**src/modbus_response_decoder_core_defines.svh**
```systemverilog
// ----------------------------------------------------------------------------
// Modbus response decoder assertion macros
// Shared checks, clocked on i_clk and held off while i_rst_n is low.
// ----------------------------------------------------------------------------
`ifndef MODBUS_RESPONSE_DECODER_CORE_DEFINES_SVH
`define MODBUS_RESPONSE_DECODER_CORE_DEFINES_SVH

// Same-cycle implication
`define MRD_ASSERT_SAME(lbl, ante, cons, msg) \
    lbl: assert property (@(posedge i_clk) disable iff (!i_rst_n) (ante) |-> (cons)) \
        else $error(msg);

// Next-cycle implication
`define MRD_ASSERT_NEXT(lbl, ante, cons, msg) \
    lbl: assert property (@(posedge i_clk) disable iff (!i_rst_n) (ante) |=> (cons)) \
        else $error(msg);

`endif

```
**src/mrd_pkg.sv**
```systemverilog
// ----------------------------------------------------------------------------
// mrd_pkg
// Constants, codes and control types of the Modbus response decoder.
// ----------------------------------------------------------------------------
`default_nettype none

package mrd_pkg;

    localparam int MAX_COILS_DEF = 64;

    localparam int BYTE_W     = 8;
    localparam int ID_W       = 16;
    localparam int VALUE_W    = 32;
    localparam int STATUS_W   = 2;
    localparam int POS_W      = 9;
    localparam int CFG_IDX_W  = 2;
    localparam int CFG_DATA_W = 16;
    localparam int WORDS_W    = 4;
    localparam int COILCNT_W  = 7;
    localparam int BITOFF_W   = 5;
    localparam int GO_W       = 5;
    localparam int TDATA_IN_W  = 8;
    localparam int TDATA_OUT_W = 56;
    localparam int TUSER_OUT_W = 3;

    localparam logic [POS_W-1:0] POS_ID_HI   = 9'd0;
    localparam logic [POS_W-1:0] POS_ID_LO   = 9'd1;
    localparam logic [POS_W-1:0] POS_FUNC    = 9'd7;
    localparam logic [POS_W-1:0] POS_LEN     = 9'd8;
    localparam logic [POS_W-1:0] HDR_BYTES   = 9'd9;
    localparam logic [POS_W-1:0] POS_MAX     = 9'd511;

    localparam logic [BYTE_W-1:0] FC_READ_COILS   = 8'd1;
    localparam logic [BYTE_W-1:0] FC_READ_HOLDING = 8'd3;
    localparam int                FC_EXC_BIT      = 7;

    localparam logic [STATUS_W-1:0] STAT_VALUE     = 2'd0;
    localparam logic [STATUS_W-1:0] STAT_EXCEPTION = 2'd1;
    localparam logic [STATUS_W-1:0] STAT_SHORT     = 2'd2;
    localparam logic [STATUS_W-1:0] STAT_ID_ERR    = 2'd3;

    localparam logic KIND_REGISTER = 1'b0;
    localparam logic KIND_COIL     = 1'b1;

    localparam logic [CFG_IDX_W-1:0] CFG_EXPECTED_ID = 2'd0;
    localparam logic [CFG_IDX_W-1:0] CFG_WORDS       = 2'd1;
    localparam logic [CFG_IDX_W-1:0] CFG_COIL_COUNT  = 2'd2;
    localparam logic [CFG_IDX_W-1:0] CFG_BIT_OFFSET  = 2'd3;

    typedef struct packed {
        logic byte_take;
        logic coil_step;
    } t_ctrl_cmd;

    typedef struct packed {
        logic slot_free;
        logic burst_req;
        logic burst_last;
    } t_dp_stat;

endpackage

`default_nettype wire

```
**src/mrd_ctrl.sv**
```systemverilog
// ----------------------------------------------------------------------------
// mrd_ctrl
// Controller: takes frame bytes, or steps a coil burst after a coil frame.
// ----------------------------------------------------------------------------
`default_nettype none

module mrd_ctrl (
    input  wire                 i_clk,
    input  wire                 i_rst_n,
    input  wire                 i_byte_valid,
    input  mrd_pkg::t_dp_stat   i_stat,
    output logic                o_byte_ready,
    output mrd_pkg::t_ctrl_cmd  o_cmd
);

    localparam logic ST_ACCEPT = 1'b0;
    localparam logic ST_COIL   = 1'b1;

    logic r_state;
    logic n_state;

    always_comb begin
        o_byte_ready    = (r_state == ST_ACCEPT) && i_stat.slot_free;
        o_cmd.byte_take = o_byte_ready && i_byte_valid;
        o_cmd.coil_step = (r_state == ST_COIL) && i_stat.slot_free;
        n_state         = r_state;
        case (r_state)
            ST_ACCEPT: begin
                if (o_cmd.byte_take && i_stat.burst_req) begin
                    n_state = ST_COIL;
                end
            end
            ST_COIL: begin
                if (o_cmd.coil_step && i_stat.burst_last) begin
                    n_state = ST_ACCEPT;
                end
            end
            default: n_state = ST_ACCEPT;
        endcase
    end

    always_ff @(posedge i_clk) begin
        if (!i_rst_n) begin
            r_state <= ST_ACCEPT;
        end else begin
            r_state <= n_state;
        end
    end

endmodule

`default_nettype wire

```
**src/mrd_datapath.sv**
```systemverilog
// ----------------------------------------------------------------------------
// mrd_datapath
// Frame parsing registers, configuration, coil burst registers and output item.
// ----------------------------------------------------------------------------
`default_nettype none

module mrd_datapath #(
    parameter int MAX_COILS = mrd_pkg::MAX_COILS_DEF
) (
    input  wire                                 i_clk,
    input  wire                                 i_rst_n,
    input  wire                                 i_cfg_wr_en,
    input  wire  [mrd_pkg::CFG_IDX_W-1:0]       i_cfg_index,
    input  wire  [mrd_pkg::CFG_DATA_W-1:0]      i_cfg_wdata,
    input  wire  [mrd_pkg::BYTE_W-1:0]          i_byte,
    input  wire                                 i_frame_end,
    input  mrd_pkg::t_ctrl_cmd                  i_cmd,
    output mrd_pkg::t_dp_stat                   o_stat,
    input  wire                                 i_out_ready,
    output logic                                o_out_valid,
    output logic [mrd_pkg::STATUS_W-1:0]        o_status,
    output logic [mrd_pkg::ID_W-1:0]            o_item_id,
    output logic                                o_value_kind,
    output logic [mrd_pkg::VALUE_W-1:0]         o_item_value,
    output logic [mrd_pkg::BYTE_W-1:0]          o_exception_code,
    output logic                                o_last
);

    localparam int CNT_W = $clog2(MAX_COILS + 1);

    // configuration
    logic [mrd_pkg::ID_W-1:0]      r_expected_id;
    logic [mrd_pkg::WORDS_W-1:0]   r_words;
    logic [mrd_pkg::COILCNT_W-1:0] r_coil_count;
    logic [mrd_pkg::BITOFF_W-1:0]  r_bit_offset;

    // frame state
    logic [mrd_pkg::POS_W-1:0]     r_pos,      n_pos;
    logic [mrd_pkg::ID_W-1:0]      r_seen_id,  n_seen_id;
    logic [mrd_pkg::BYTE_W-1:0]    r_fc,       n_fc;
    logic [mrd_pkg::BYTE_W-1:0]    r_len,      n_len;
    logic                          r_rejected, n_rejected;
    logic [15:0]                   r_coil_word, n_coil_word;
    logic [mrd_pkg::VALUE_W-1:0]   r_assembly, n_assembly;
    logic [mrd_pkg::GO_W-1:0]      r_go,       n_go;
    logic [mrd_pkg::BYTE_W-1:0]    r_group,    n_group;

    // coil burst
    logic [mrd_pkg::ID_W-1:0]      r_burst_id;
    logic [15:0]                   r_coil_shift;
    logic [CNT_W-1:0]              r_coil_left;

    // output item
    logic                          r_out_valid;
    logic [mrd_pkg::STATUS_W-1:0]  r_status;
    logic [mrd_pkg::ID_W-1:0]      r_item_id;
    logic                          r_kind;
    logic [mrd_pkg::VALUE_W-1:0]   r_value;
    logic [mrd_pkg::BYTE_W-1:0]    r_exc;
    logic                          r_last;

    // per-byte result
    logic                          res_valid;
    logic [mrd_pkg::STATUS_W-1:0]  res_status;
    logic [mrd_pkg::ID_W-1:0]      res_id;
    logic [mrd_pkg::VALUE_W-1:0]   res_value;
    logic [mrd_pkg::BYTE_W-1:0]    res_exc;
    logic                          burst_req;

    logic [mrd_pkg::POS_W-1:0]     off;
    logic [mrd_pkg::GO_W-1:0]      byte_cnt;
    logic [mrd_pkg::GO_W-1:0]      used_last;
    logic [mrd_pkg::GO_W:0]        go_inc;
    logic [CNT_W-1:0]              coil_cap;
    logic [mrd_pkg::BITOFF_W-1:0]  first_sh;

    assign off       = r_pos - mrd_pkg::HDR_BYTES;
    assign byte_cnt  = {r_words, 1'b0};
    assign used_last = (r_words == 4'd1) ? 5'd1 : 5'd3;
    assign go_inc    = {1'b0, r_go} + 6'd1;
    assign coil_cap  = (r_coil_count > mrd_pkg::COILCNT_W'(MAX_COILS))
                     ? CNT_W'(MAX_COILS) : CNT_W'(r_coil_count);
    assign first_sh  = (r_bit_offset == 5'd0) ? 5'd0 : r_bit_offset - 5'd1;

    always_comb begin
        n_pos       = r_pos;
        n_seen_id   = r_seen_id;
        n_fc        = r_fc;
        n_len       = r_len;
        n_rejected  = r_rejected;
        n_coil_word = r_coil_word;
        n_assembly  = r_assembly;
        n_go        = r_go;
        n_group     = r_group;
        res_valid   = 1'b0;
        res_status  = mrd_pkg::STAT_VALUE;
        res_id      = r_seen_id;
        res_value   = '0;
        res_exc     = '0;

        if (!r_rejected) begin
            if (r_pos == mrd_pkg::POS_ID_HI) begin
                n_seen_id = {i_byte, 8'h00};
            end else if (r_pos == mrd_pkg::POS_ID_LO) begin
                n_seen_id = {r_seen_id[15:8], i_byte};
            end else if (r_pos == mrd_pkg::POS_FUNC) begin
                n_fc = i_byte;
            end else if (r_pos == mrd_pkg::POS_LEN) begin
                n_len = i_byte;
                if (r_fc[mrd_pkg::FC_EXC_BIT]) begin
                    res_valid  = 1'b1;
                    res_status = mrd_pkg::STAT_EXCEPTION;
                    res_exc    = i_byte;
                    n_rejected = 1'b1;
                end else if (r_seen_id != r_expected_id) begin
                    res_valid  = 1'b1;
                    res_status = mrd_pkg::STAT_ID_ERR;
                    n_rejected = 1'b1;
                end
            end else if (r_pos >= mrd_pkg::HDR_BYTES) begin
                if (off < {1'b0, r_len}) begin
                    if (r_fc == mrd_pkg::FC_READ_COILS) begin
                        if (off == 9'd0) begin
                            n_coil_word[7:0] = r_coil_word[7:0] | i_byte;
                        end else if (off == 9'd1) begin
                            n_coil_word[15:8] = r_coil_word[15:8] | i_byte;
                        end
                    end else if (r_fc == mrd_pkg::FC_READ_HOLDING && r_words != 4'd0) begin
                        case (r_go)
                            5'd0:    n_assembly = {16'h0000, i_byte, 8'h00};
                            5'd1:    n_assembly = r_assembly | {24'h000000, i_byte};
                            5'd2:    n_assembly = r_assembly | {i_byte, 24'h000000};
                            5'd3:    n_assembly = r_assembly | {8'h00, i_byte, 16'h0000};
                            default: n_assembly = r_assembly;
                        endcase
                        if (r_go == used_last) begin
                            res_valid = 1'b1;
                            res_id    = r_seen_id + {8'h00, r_group};
                            res_value = (r_words == 4'd1) ? {16'h0000, n_assembly[15:0]}
                                                          : n_assembly;
                        end
                        if (go_inc >= {1'b0, byte_cnt}) begin
                            n_go    = '0;
                            n_group = r_group + 8'd1;
                        end else begin
                            n_go = go_inc[mrd_pkg::GO_W-1:0];
                        end
                    end
                end
            end
        end

        if (r_pos != mrd_pkg::POS_MAX) begin
            n_pos = r_pos + 9'd1;
        end

        burst_req = i_frame_end && !n_rejected && (n_pos >= mrd_pkg::HDR_BYTES)
                  && (n_fc == mrd_pkg::FC_READ_COILS) && (coil_cap != '0);

        if (i_frame_end) begin
            if (n_pos < mrd_pkg::HDR_BYTES) begin
                res_valid  = 1'b1;
                res_status = mrd_pkg::STAT_SHORT;
                res_id     = n_seen_id;
                res_value  = '0;
                res_exc    = '0;
            end
        end
    end

    assign o_stat.burst_req  = burst_req;
    assign o_stat.slot_free  = !r_out_valid || i_out_ready;
    assign o_stat.burst_last = (r_coil_left == CNT_W'(1));

    always_ff @(posedge i_clk) begin
        if (!i_rst_n) begin
            r_expected_id <= '0;
            r_words       <= 4'd2;
            r_coil_count  <= '0;
            r_bit_offset  <= 5'd1;
        end else if (i_cfg_wr_en) begin
            case (i_cfg_index)
                mrd_pkg::CFG_EXPECTED_ID: r_expected_id <= i_cfg_wdata;
                mrd_pkg::CFG_WORDS:       r_words <= i_cfg_wdata[mrd_pkg::WORDS_W-1:0];
                mrd_pkg::CFG_COIL_COUNT:  r_coil_count <= i_cfg_wdata[mrd_pkg::COILCNT_W-1:0];
                mrd_pkg::CFG_BIT_OFFSET:  r_bit_offset <= i_cfg_wdata[mrd_pkg::BITOFF_W-1:0];
                default: ;
            endcase
        end
    end

    always_ff @(posedge i_clk) begin
        if (!i_rst_n) begin
            r_pos       <= '0;
            r_seen_id   <= '0;
            r_fc        <= '0;
            r_len       <= '0;
            r_rejected  <= 1'b0;
            r_coil_word <= '0;
            r_assembly  <= '0;
            r_go        <= '0;
            r_group     <= '0;
        end else if (i_cmd.byte_take) begin
            if (i_frame_end) begin
                r_pos       <= '0;
                r_seen_id   <= '0;
                r_fc        <= '0;
                r_len       <= '0;
                r_rejected  <= 1'b0;
                r_coil_word <= '0;
                r_assembly  <= '0;
                r_go        <= '0;
                r_group     <= '0;
            end else begin
                r_pos       <= n_pos;
                r_seen_id   <= n_seen_id;
                r_fc        <= n_fc;
                r_len       <= n_len;
                r_rejected  <= n_rejected;
                r_coil_word <= n_coil_word;
                r_assembly  <= n_assembly;
                r_go        <= n_go;
                r_group     <= n_group;
            end
        end
    end

    always_ff @(posedge i_clk) begin
        if (!i_rst_n) begin
            r_coil_left <= '0;
        end else if (i_cmd.byte_take && burst_req) begin
            r_coil_left <= coil_cap;
        end else if (i_cmd.coil_step) begin
            r_coil_left <= r_coil_left - CNT_W'(1);
        end
    end

    always_ff @(posedge i_clk) begin
        if (i_cmd.byte_take && burst_req) begin
            r_burst_id   <= n_seen_id;
            r_coil_shift <= n_coil_word >> first_sh;
        end else if (i_cmd.coil_step) begin
            r_burst_id   <= r_burst_id + 16'd1;
            r_coil_shift <= {1'b0, r_coil_shift[15:1]};
        end
    end

    always_ff @(posedge i_clk) begin
        if (!i_rst_n) begin
            r_out_valid <= 1'b0;
        end else if ((i_cmd.byte_take && res_valid) || i_cmd.coil_step) begin
            r_out_valid <= 1'b1;
        end else if (i_out_ready) begin
            r_out_valid <= 1'b0;
        end
    end

    always_ff @(posedge i_clk) begin
        if (i_cmd.coil_step) begin
            r_status  <= mrd_pkg::STAT_VALUE;
            r_item_id <= r_burst_id;
            r_kind    <= mrd_pkg::KIND_COIL;
            r_value   <= {31'd0, r_coil_shift[0]};
            r_exc     <= '0;
            r_last    <= o_stat.burst_last;
        end else if (i_cmd.byte_take && res_valid) begin
            r_status  <= res_status;
            r_item_id <= res_id;
            r_kind    <= mrd_pkg::KIND_REGISTER;
            r_value   <= res_value;
            r_exc     <= res_exc;
            r_last    <= 1'b1;
        end
    end

    assign o_out_valid      = r_out_valid;
    assign o_status         = r_status;
    assign o_item_id        = r_item_id;
    assign o_value_kind     = r_kind;
    assign o_item_value     = r_value;
    assign o_exception_code = r_exc;
    assign o_last           = r_last;

endmodule

`default_nettype wire

```
**src/modbus_response_decoder_core.sv**
```systemverilog
// ----------------------------------------------------------------------------
// modbus_response_decoder_core
// Modbus TCP response decoder: checks header, emits register values and coils.
//
//   channel    direction  tdata (low bit up)                      tuser / tlast
//   s_axis     in         data_byte[7:0]                          tlast=frame_end
//   m_axis     out        item_id, item_value, exception_code     status, value_kind
//                                                                 tlast=last
//   i_cfg_*    in         register index 0..3, 16-bit write data  -
//
// One input item is taken per cycle while the output register is free.
// The final byte of a function 1 frame that passes the header checks starts a coil burst
// of coil_count items (capped at MAX_COILS; none if zero), one coil item per cycle from
// the controller while the output register is free; s_axis_tready stays low meanwhile.
// Output items wait in a single output register; a stall on m_axis holds input.
// Reset is synchronous, active low, and leaves the block ready the next cycle.
// ----------------------------------------------------------------------------
`default_nettype none

`include "modbus_response_decoder_core_defines.svh"

module modbus_response_decoder_core #(
    parameter int MAX_COILS = mrd_pkg::MAX_COILS_DEF
) (
    input  wire                                 i_clk,
    input  wire                                 i_rst_n,
    input  wire                                 i_cfg_wr_en,
    input  wire  [mrd_pkg::CFG_IDX_W-1:0]       i_cfg_index,
    input  wire  [mrd_pkg::CFG_DATA_W-1:0]      i_cfg_wdata,
    input  wire                                 s_axis_tvalid,
    output logic                                s_axis_tready,
    input  wire  [mrd_pkg::TDATA_IN_W-1:0]      s_axis_tdata,  // data_byte
    input  wire                                 s_axis_tlast,
    output logic                                m_axis_tvalid,
    input  wire                                 m_axis_tready,
    output logic [mrd_pkg::TDATA_OUT_W-1:0]     m_axis_tdata,  // item_id, item_value, exception_code
    output logic [mrd_pkg::TUSER_OUT_W-1:0]     m_axis_tuser,  // status, value_kind
    output logic                                m_axis_tlast
);

    mrd_pkg::t_ctrl_cmd               cmd;
    mrd_pkg::t_dp_stat                stat;
    logic [mrd_pkg::STATUS_W-1:0]     out_status;
    logic [mrd_pkg::ID_W-1:0]         out_item_id;
    logic                             out_kind;
    logic [mrd_pkg::VALUE_W-1:0]      out_value;
    logic [mrd_pkg::BYTE_W-1:0]       out_exc;
    logic                             burst_start;
    logic                             burst_done;

    mrd_ctrl u_ctrl (
        .i_clk        (i_clk),
        .i_rst_n      (i_rst_n),
        .i_byte_valid (s_axis_tvalid),
        .i_stat       (stat),
        .o_byte_ready (s_axis_tready),
        .o_cmd        (cmd)
    );

    mrd_datapath #(
        .MAX_COILS (MAX_COILS)
    ) u_datapath (
        .i_clk            (i_clk),
        .i_rst_n          (i_rst_n),
        .i_cfg_wr_en      (i_cfg_wr_en),
        .i_cfg_index      (i_cfg_index),
        .i_cfg_wdata      (i_cfg_wdata),
        .i_byte           (s_axis_tdata),
        .i_frame_end      (s_axis_tlast),
        .i_cmd            (cmd),
        .o_stat           (stat),
        .i_out_ready      (m_axis_tready),
        .o_out_valid      (m_axis_tvalid),
        .o_status         (out_status),
        .o_item_id        (out_item_id),
        .o_value_kind     (out_kind),
        .o_item_value     (out_value),
        .o_exception_code (out_exc),
        .o_last           (m_axis_tlast)
    );

    assign m_axis_tdata = {out_exc, out_value, out_item_id};
    assign m_axis_tuser = {out_kind, out_status};

    assign burst_start = cmd.byte_take && stat.burst_req;
    assign burst_done  = cmd.coil_step && stat.burst_last;

    `MRD_ASSERT_SAME(a_no_byte_in_burst, cmd.coil_step, !s_axis_tready, "ready in coil burst")
    `MRD_ASSERT_NEXT(a_burst_blocks_input, burst_start, !s_axis_tready, "input open in burst")
    `MRD_ASSERT_NEXT(a_burst_last, burst_done, m_axis_tvalid && m_axis_tlast, "final coil not last")

endmodule

`default_nettype wire
```
**config.mk**
```make
export PLATFORM = sky130hd
export DESIGN_NAME = modbus_response_decoder_core
export DESIGN_NICKNAME = d
export VERILOG_FILES = /design/src/mrd_pkg.sv /design/src/mrd_ctrl.sv /design/src/mrd_datapath.sv /design/src/modbus_response_decoder_core.sv
export VERILOG_INCLUDE_DIRS = /design/src /design/src/src
export SDC_FILE = /design/constraint.sdc
export NUM_CORES = 1
export LEC_CHECK = 0
export ABC_CLOCK_PERIOD_IN_PS = 3600
export CAP_MARGIN = 5
export CORE_UTILIZATION = 45
export CTS_BUF_LIST = sky130_fd_sc_hd__clkbuf_4
export DETAILED_ROUTE_END_ITERATION = 12
export DONT_BUFFER_PORTS = 1
export PLACE_DENSITY = 0.65
export SLEW_MARGIN = 25
export SYNTH_ARGS = -nofsm -noshare
export SYNTH_HDL_FRONTEND = slang
export SYNTH_SLANG_ARGS = --single-unit
```
**constraint.sdc**
```tcl
create_clock -name i_clk -period 3.6 [get_ports i_clk]
set_input_delay 0.36 -clock i_clk [delete_from_list [all_inputs] [get_ports i_clk]]
set_output_delay 0.36 -clock i_clk [all_outputs]
set_load 0.02 [all_outputs]
```
==> insert_results.sql, run 1 <==
INSERT INTO impl_metrics (metric_group, metric, value, unit) VALUES
('run_status', 'run_status', 'finished clean', ''),
('worst_setup_path', 'timing.setup.critical_path_class', 'reg -> reg', ''),
('power_and_ir_drop', 'vdd_ir_drop_max', '0.231', 'mV'),
('yosys', 'synth_ff_type', 'dfxtp_1', ''),
('floorplanning', 'boundaryPins', '94', ''),
('timing', 'worst_clock_skew', '59.3', 'ps'),
('final_layout', 'final_cell_mix', '192 x nand2_1, 184 x dfxtp_1, 110 x nor2_1, 94 x clkbuf_4, 86 x o21ai_0', ''),
('worst_setup_path', 'timing.critical_path.max_delay_family', 'simple AND/OR/NAND/NOR gates', ''),
('final_layout', 'layout_commonest_cell', 'nand2_1', ''),
('floorplanning', 'die_area', '29100', 'µm²'),
('yosys', 'netlist.area_leader.share', '0.291', ''),
('power_and_ir_drop', 'clock_power_share', '0.442', ''),
('route', 'dr.pass1.iters', '7', ''),
('floorplanning', 'core_area', '27900', 'µm²'),
('route', 'residual_drc_count', '0', ''),
('yosys', 'mappedNetlistArea', '12800', 'µm²'),
('global_route', 'number_of_global_route_vias_before_repair', '11136', ''),
('yosys', 'yosysTopAreaCell', 'dfxtp_1', ''),
('timing', 'fmax', '288', 'MHz'),
('route', 'via_count', '11652', ''),
('floorplanning', 'chipWidth', '171', 'µm'),
('job', 'drv.max_cap_violation_count', '0', ''),
('power_and_ir_drop', 'cell_internal_pwr', '4.29', 'mW'),
('worst_setup_path', 'kind_of_launch_point_of_the_worst_setup_path', 'flip-flop', ''),
('final_layout', 'post-route-cell-area', '14900', 'µm²'),
('global_route', 'grt_first_pass_wirelength', '62000', 'µm'),
('power_and_ir_drop', 'power.switching_fraction', '0.270', ''),
('power_and_ir_drop', 'sequentialPowerShare', '0.472', ''),
('yosys', 'postSynth.asyncResetShare', '0', ''),
('route', 'post_drt_via_cell_ratio', '5.77', ''),
('final_layout', 'area_growth', '16.4', '%'),
('worst_setup_path', 'path_max_fanout', '8', ''),
('final_layout', 'num-nets-final', '1652', ''),
('timing', 'layout_worst_path_cycle_share', '0.965', ''),
('clock_network', 'root_buffer', 'clkbuf_4', ''),
('place', 'dpl_cell_area', '13500', 'µm²'),
('global_route', 'grt_overflow_total', '0', ''),
('yosys', 'yosys_warnings', '0', ''),
('timing', 'slew_at_the_pin_with_the_worst_max_slew_slack', '950', 'ps'),
('yosys', 'synthDistinctLibCells', '77', ''),
('yosys', 'syn_area_per_cell', '8.49', 'µm²'),
('global_route', 'grtUsageTotal', '0.275', ''),
('clock_network', 'htree_levels', '3', ''),
('worst_setup_path', 'cp-end-kind', 'flip-flop', ''),
('floorplanning', 'fp-row-count', '61', ''),
('worst_setup_path', 'cp_slowest_cell', 'dfxtp_2', ''),
('worst_setup_path', 'worst_ep_arrival_time', '3910', 'ps'),
('power_and_ir_drop', 'power.leakage', '5.51', 'nW'),
('final_layout', 'fillers', '2595', ''),
('clock_network', 'numClockSinks', '236', ''),
('clock_network', 'cts.reportedPaths.clkPinSlew', '60', 'ps'),
('yosys', 'synth_top_cells_by_area', 'dfxtp_1 29%, edfxtp_1 12%, nand2_1 5.6%', ''),
('yosys', 'synth_edf_count', '50', ''),
('timing', 'hold_viol_final', '0', ''),
('yosys', 'synth_seq_area_share', '0.409', ''),
('floorplanning', 'die-height', '171', 'µm'),
('timing', 'layout_min_cycle_time', '3470', 'ps'),
('route', 'routed_wl', '39900', 'µm'),
('place', 'detailedPlacementHpwl', '26400', 'µm'),
('route', 'antenna_left', '0', ''),
('power_and_ir_drop', 'combPwrFrac', '0.086', ''),
('clock_network', 'clock_insertion_delay_worst_skew', '700', 'ps'),
('global_route', 'grt_max_degree', '111', ''),
('clock_network', 'tritoncts.num_buffers', '67', ''),
('route', 'routedWlPerCell', '19.8', 'µm'),
('clock_network', 'cts.path.max_buffers', '3', ''),
('yosys', 'postSynthRegisterBits', '236', ''),
('floorplanning', 'floorplan.initialDensity', '0.459', ''),
('worst_setup_path', 'critical-path-max-stage-delay', '350', 'ps'),
('timing', 'total_negative_slack_for_setup_checks', '0', 'ps'),
('timing', 'rsz0062_at_grt', 'true', '');
## worst register-to-register path, cell delays in order (launching register included)
cell and delay, ps:
dfxtp_2 350, inv_2 60, ha_4 170, nor2b_4 130, nor3_2 180, nor2_1 80, ha_1 290, and4_1 230
nand2_1 80, o21a_1 200, and3_4 220, buf_4 160, a41oi_2 220, nand2_1 110, and3_1 220, or3_1 330
a41o_1 230
## Yosys cell counts, types with 8 or more instances
cell,count
a211oi_1,13
a21boi_0,25
a21oi_1,87
a22o_1,12
a22oi_1,74
a31oi_1,24
and2_1,12
and3_1,18
buf_2,10
clkbuf_1,88
dfxtp_1,186
edfxtp_1,50
ha_1,33
inv_1,44
mux2i_1,46
nand2_1,192
nand3_1,43
nand4_1,30
nor2_1,111
nor2b_1,80
nor3_1,22
nor4_1,11
o21a_1,8
o21ai_0,87
or3_1,11
xnor2_1,39
xor2_1,21
## repair_timing
item                                    CTS  global route
endpoints found under the hold margin   175             0
gates resized for setup                   1            25
setup buffers                             0             4
hold buffers                             36             0
endpoints found under the setup margin   10           125
pin swaps                                 0            15
## per-stage QoR
step | hold WS [ps] | setup WS (ps) | total power, mW | utilization | instances
6_report | 36.1 | 126 | 5.87 | 0.534 | 2019
5_1_grt | 9.21 | -15.4 | 6.12 | 0.534 | 2019
4_1_cts | 8.29 | 33.9 | 5.91 | 0.529 | 2014
3_5_place_dp | 456 | -58.2 | 3.24 | 0.484 | 1855
3_3_place_gp | 447 | 9.22 | 3.23 | 0.484 | 1855
2_1_floorplan | 423 | 3.58 | 3.14 | - | 1507
## area by class of cell
| type | instances | area [µm²] | area share |
|---|---|---|---|
| inverters | 44 | 169 | 0.0113 |
| multi-input cells | 1115 | 7060 | 0.474 |
| diodes | 1 | 2.50 | 0.000168 |
| clock buffers | 94 | 706 | 0.0474 |
| well taps | 378 | 473 | 0.0318 |
| flip-flops and latches | 236 | 5230 | 0.351 |
| repair buffers | 122 | 1060 | 0.0709 |
| clock inverters | 29 | 189 | 0.0127 |
## kinds of logic after synthesis
kind of cell | count (synthesis) | share of synthesized area
and+or+nand+nor | 577 | 0.225
xor gates and xnor gates | 60 | 0.0411
buffers and inverters | 156 | 0.0498
AOI/OAI and AO/OA | 392 | 0.200
muxes | 52 | 0.0413
adders and majority gates | 34 | 0.0338
DFF | 236 | 0.409
## path summary, 6_finish.rpt
check | cells past startpoint | slack [ps] | from | end
max | 16 | 130 | u_datapath.r_pos[0] | u_datapath.r_coil_shift[4]
min | 2 | 40 | s_axis_tdata[3] | u_datapath.r_burst_id[11]
max reg2reg | 16 | 130 | u_datapath.r_pos[0] | u_datapath.r_coil_shift[4]
min reg2reg | 2 | 470 | u_datapath.r_coil_word[9] | u_datapath.r_coil_word[9]
## power groups by stage
stage                     combinational (mW)  clock (mW)  sequential [mW]
after floorplan                        0.324           0             2.81
after global placement                 0.402           0             2.83
after detailed placement               0.406           0             2.83
after CTS                              0.490        2.65             2.77
after global routing                   0.541        2.80             2.77
final                                  0.503        2.59             2.77
## registers in the layout, indices dropped and copies added, names as in the netlist, 8 cells and up
register                     cells
u_datapath.o_exception_code      8
u_datapath.o_item_id            16
u_datapath.o_item_value         32
u_datapath.r_assembly           32
u_datapath.r_burst_id           16
u_datapath.r_coil_shift         16
u_datapath.r_coil_word          16
u_datapath.r_expected_id        16
u_datapath.r_fc                  8
u_datapath.r_group               8
u_datapath.r_len                 8
u_datapath.r_pos                 9
u_datapath.r_seen_id            16
## layer usage
metal  up-vias  share of wire  global-route usage
li1       5592              -                   -
met4         0          0.033               0.117
met2       482           0.46               0.448
met5         -              0                   0
met1      5473           0.42               0.347
met3       105          0.082              0.0657
No activity file was read; power rests on OpenSTA's default activity.
==> run 2: changes to the inputs <==
--- a/config.mk
+++ b/config.mk
@@ -8,11 +8,13 @@
 export LEC_CHECK = 0
 export ABC_CLOCK_PERIOD_IN_PS = 3600
 export CAP_MARGIN = 5
-export CORE_UTILIZATION = 45
+export CELL_PAD_IN_SITES_DETAIL_PLACEMENT = 2
+export CELL_PAD_IN_SITES_GLOBAL_PLACEMENT = 2
+export CORE_UTILIZATION = 37
 export CTS_BUF_LIST = sky130_fd_sc_hd__clkbuf_4
 export DETAILED_ROUTE_END_ITERATION = 12
 export DONT_BUFFER_PORTS = 1
-export PLACE_DENSITY = 0.65
+export PLACE_DENSITY = 0.82
 export SLEW_MARGIN = 25
 export SYNTH_ARGS = -nofsm -noshare
 export SYNTH_HDL_FRONTEND = slang
==> insert_results.sql, run 2 (same netlist as run 1, synthesis figures left out) <==
INSERT INTO impl_metrics (metric_group, metric, value, unit) VALUES
('floorplanning', 'die_area', '35300', 'µm²'),
('timing', 'slew_at_the_pin_with_the_worst_max_slew_slack', '1440', 'ps'),
('route', 'met2_wirelength', '35300', 'µm'),
('global_route', 'grt_max_degree', '111', ''),
('power_and_ir_drop', 'vdd_ir_drop_max', '0.319', 'mV'),
('global_route', 'number_of_global_route_vias_before_repair', '14684', ''),
('floorplanning', 'core_area', '33800', 'µm²'),
('timing', 'layout_min_cycle_time', '4190', 'ps'),
('final_layout', 'layout_commonest_cell', 'dfxtp_1', ''),
('final_layout', 'final_cell_mix', '184 x dfxtp_1, 178 x nand2_1, 111 x clkbuf_4, 99 x nor2_1, 87 x buf_4', ''),
('worst_setup_path', 'cp_num_buf_inv', '1', ''),
('final_layout', 'fillers', '3573', ''),
('final_layout', 'drive_gt1_frac', '0.243', ''),
('worst_setup_path', 'reg2reg_setup_slack', '-590', 'ps'),
('route', 'routed_wl', '75700', 'µm'),
('floorplanning', 'boundaryPins', '94', ''),
('timing', 'fmax', '239', 'MHz'),
('worst_setup_path', 'startpoint', 'u_datapath.r_pos[1]', ''),
('run_status', 'violations', 'hold timing, setup timing', ''),
('route', 'dr_top_layer', 'met5', ''),
('worst_setup_path', 'cp_num_cells', '14', ''),
('final_layout', 'final_util', '0.480', ''),
('final_layout', 'num-nets-final', '1691', ''),
('worst_setup_path', 'kind_of_launch_point_of_the_worst_setup_path', 'flip-flop', ''),
('route', 'dr.pass1.iters', '6', ''),
('clock_network', 'cts.reportedPaths.clkPinSlew', '90', 'ps'),
('timing', 'report.final.slew_viol_count', '0', ''),
('clock_network', 'cts.path.max_buffers', '3', ''),
('route', 'residual_drc_count', '0', ''),
('worst_setup_path', 'worstRegToRegCells', '14', ''),
('route', 'route.met3.wl', '6480', 'µm'),
('clock_network', 'root_buffer', 'clkbuf_4', ''),
('worst_setup_path', 'capture_point_of_the_worst_reg_to_reg_path', 'u_datapath.r_coil_shift[0]', ''),
('place', 'gp_routability_congestion', '0.872', ''),
('worst_setup_path', 'timing.critical_path.max_delay_family', 'compound AO/OA/AOI/OAI gates', ''),
('run_status', 'run_status', 'finished, violations left', ''),
('timing', 'fin_hold_ws', '-26.1', 'ps'),
('floorplanning', 'floorplan.initialDensity', '0.379', ''),
('floorplanning', 'chipWidth', '188', 'µm'),
('clock_network', 'numClockSinks', '236', ''),
('global_route', 'grt_overflow_total', '0', ''),
('worst_setup_path', 'cp-end-kind', 'flip-flop', ''),
('clock_network', 'tritoncts', 'done', ''),
('timing', 'max_slew_margin', '0.0312', ''),
('hold_path', 'hold_path_class', 'in -> reg', ''),
('worst_setup_path', 'timing.setup.critical_path_class', 'reg -> reg', ''),
('route', 'post_drt_via_cell_ratio', '6.74', ''),
('floorplanning', 'die-height', '188', 'µm'),
('timing', 'layout_worst_path_cycle_share', '1.16', ''),
('global_route', 'grtUsageTotal', '0.345', ''),
('clock_network', 'htree_levels', '3', ''),
('place', 'buffer_ports.inserted', '0', ''),
('route', 'drt-initial-drc-count', '1494', ''),
('place', 'dpl_cell_area', '13700', 'µm²'),
('clock_network', 'clock_insertion_delay_worst_skew', '870', 'ps'),
('worst_setup_path', 'path_max_fanout', '4', ''),
('route', 'detail_route.wirelength.met1', '27500', 'µm'),
('worst_setup_path', 'setup.worst_path.end', 'u_datapath.r_coil_shift[0]', ''),
('timing', 'hold_viol_final', '3', ''),
('floorplanning', 'fp-row-count', '67', ''),
('route', 'via_count', '14361', ''),
('timing', 'worst_clock_skew', '89.9', 'ps'),
('worst_setup_path', 'critical-path-max-stage-delay', '380', 'ps'),
('place', 'detailedPlacementHpwl', '34300', 'µm'),
('worst_setup_path', 'timing.critical_path.required', '4190', 'ps'),
('worst_setup_path', 'cp_slowest_cell', 'o211ai_1', ''),
('clock_network', 'tritoncts.num_buffers', '71', ''),
('final_layout', 'area_growth', '26.9', '%'),
('job', 'drv.max_cap_violation_count', '0', ''),
('worst_setup_path', 'path_common_cell', 'o211ai_1', ''),
('global_route', 'grt_first_pass_wirelength', '92900', 'µm'),
('timing', 'report.final.setup_viol', '145', ''),
('worst_setup_path', 'worst_ep_arrival_time', '4770', 'ps'),
('route', 'antenna_left', '0', ''),
('power_and_ir_drop', 'p_total', '6.53', 'mW'),
('route', 'routedWlPerCell', '35.6', 'µm'),
('power_and_ir_drop', 'power.leakage', '6.00', 'nW'),
('timing', 'worst_setup_slack_after_layout', '-587', 'ps'),
('timing', 'rsz0062_at_grt', 'true', ''),
('global_route', 'antenna_found_initial', '4', ''),
('worst_setup_path', 'critical_path.cell_chain', 'o31a_1 -> nor2_1 -> xor2_1 -> ha_1 -> a211oi_2 -> nor2_2 -> nor4b_4 -> and3_4 -> buf_6 -> nand4_1 -> o211ai_1 -> o21ai_2 -> mux2_2 -> o211ai_1', ''),
('place', 'detailedPlace.worstSlack', '-275', 'ps'),
('power_and_ir_drop', 'power_per_cell_area', '403', 'nW/µm²'),
('final_layout', 'post-route-cell-area', '16200', 'µm²'),
('worst_setup_path', 'worstReg2RegStart', 'u_datapath.r_pos[1]', '');
[run 2: cell types whose count changed in the layout (fill, tap and decap cells not counted), sizes merged]
| cell | previous run | this run |
|---|---|---|
| clkinv | 24 | 12 |
| diode | 1 | 4 |
| inv | 44 | 43 |
| or2 | 5 | 6 |
| dlygate4sd3 | 35 | 30 |
| clkbuf | 94 | 116 |
| bufinv | 2 | 1 |
| buf | 87 | 121 |
[run 2: final cells by class]
type	count	area, µm²	area share
Timing Repair Buffer	156	1570	0.0970
Multi-Input combinational cell	1116	7740	0.477
Inverter	44	169	0.0104
Clock inverter	15	106	0.00656
Tap cell	448	561	0.0345
Sequential cell	236	5230	0.322
Antenna cell	4	10.0	0.000617
Clock buffer	111	833	0.0514
[run 2: worst min path at each step]
stage,startpoint,to,cells past startpoint
after floorplan,u_datapath.o_value_kind,u_datapath.o_value_kind,2
after global placement,u_datapath.r_assembly[7],u_datapath.r_assembly[7],2
after detailed placement,u_datapath.r_assembly[5],u_datapath.r_assembly[5],2
after CTS,i_rst_n,u_datapath.r_words[1],2
after global routing,s_axis_tlast,u_datapath.r_len[3],4
final,i_rst_n,u_datapath.r_coil_left[2],2
[run 2: metrics by stage]
stage	TNS (ps)	std cells	hold WS, ps
3_5_place_dp	-4820	1935	462
5_1_grt	-43380	2128	6.36
6_report	-39860	2130	-26.1
2_1_floorplan	0	1507	423
4_1_cts	0	2092	5.99
3_3_place_gp	0	1935	448
[run 2: repair_timing]
action | 4_1_cts | 5_1_grt
setup buffers | 1 | 23
cloned | 0 | 9
gates resized for setup | 25 | 198
setup endpoints to repair | 159 | 130
hold buffers | 30 | 2
hold endpoints to repair | 182 | 2
pin swaps | 9 | 85
[run 2: routing by layer]
layer,vias to the layer above,global-route usage
met5,-,0
met4,4,0.222
met3,466,0.0874
met2,1047,0.576
met1,7180,0.392
li1,5664,-
[run 2: power by group]
group	leakage [nW]	total [mW]	internal, mW	switching (mW)
clock network	0.554	3.05	1.48	1.57
logic	3.54	0.701	0.236	0.465
registers	1.91	2.78	2.72	0.0564
total	6.00	6.53	4.44	2.09
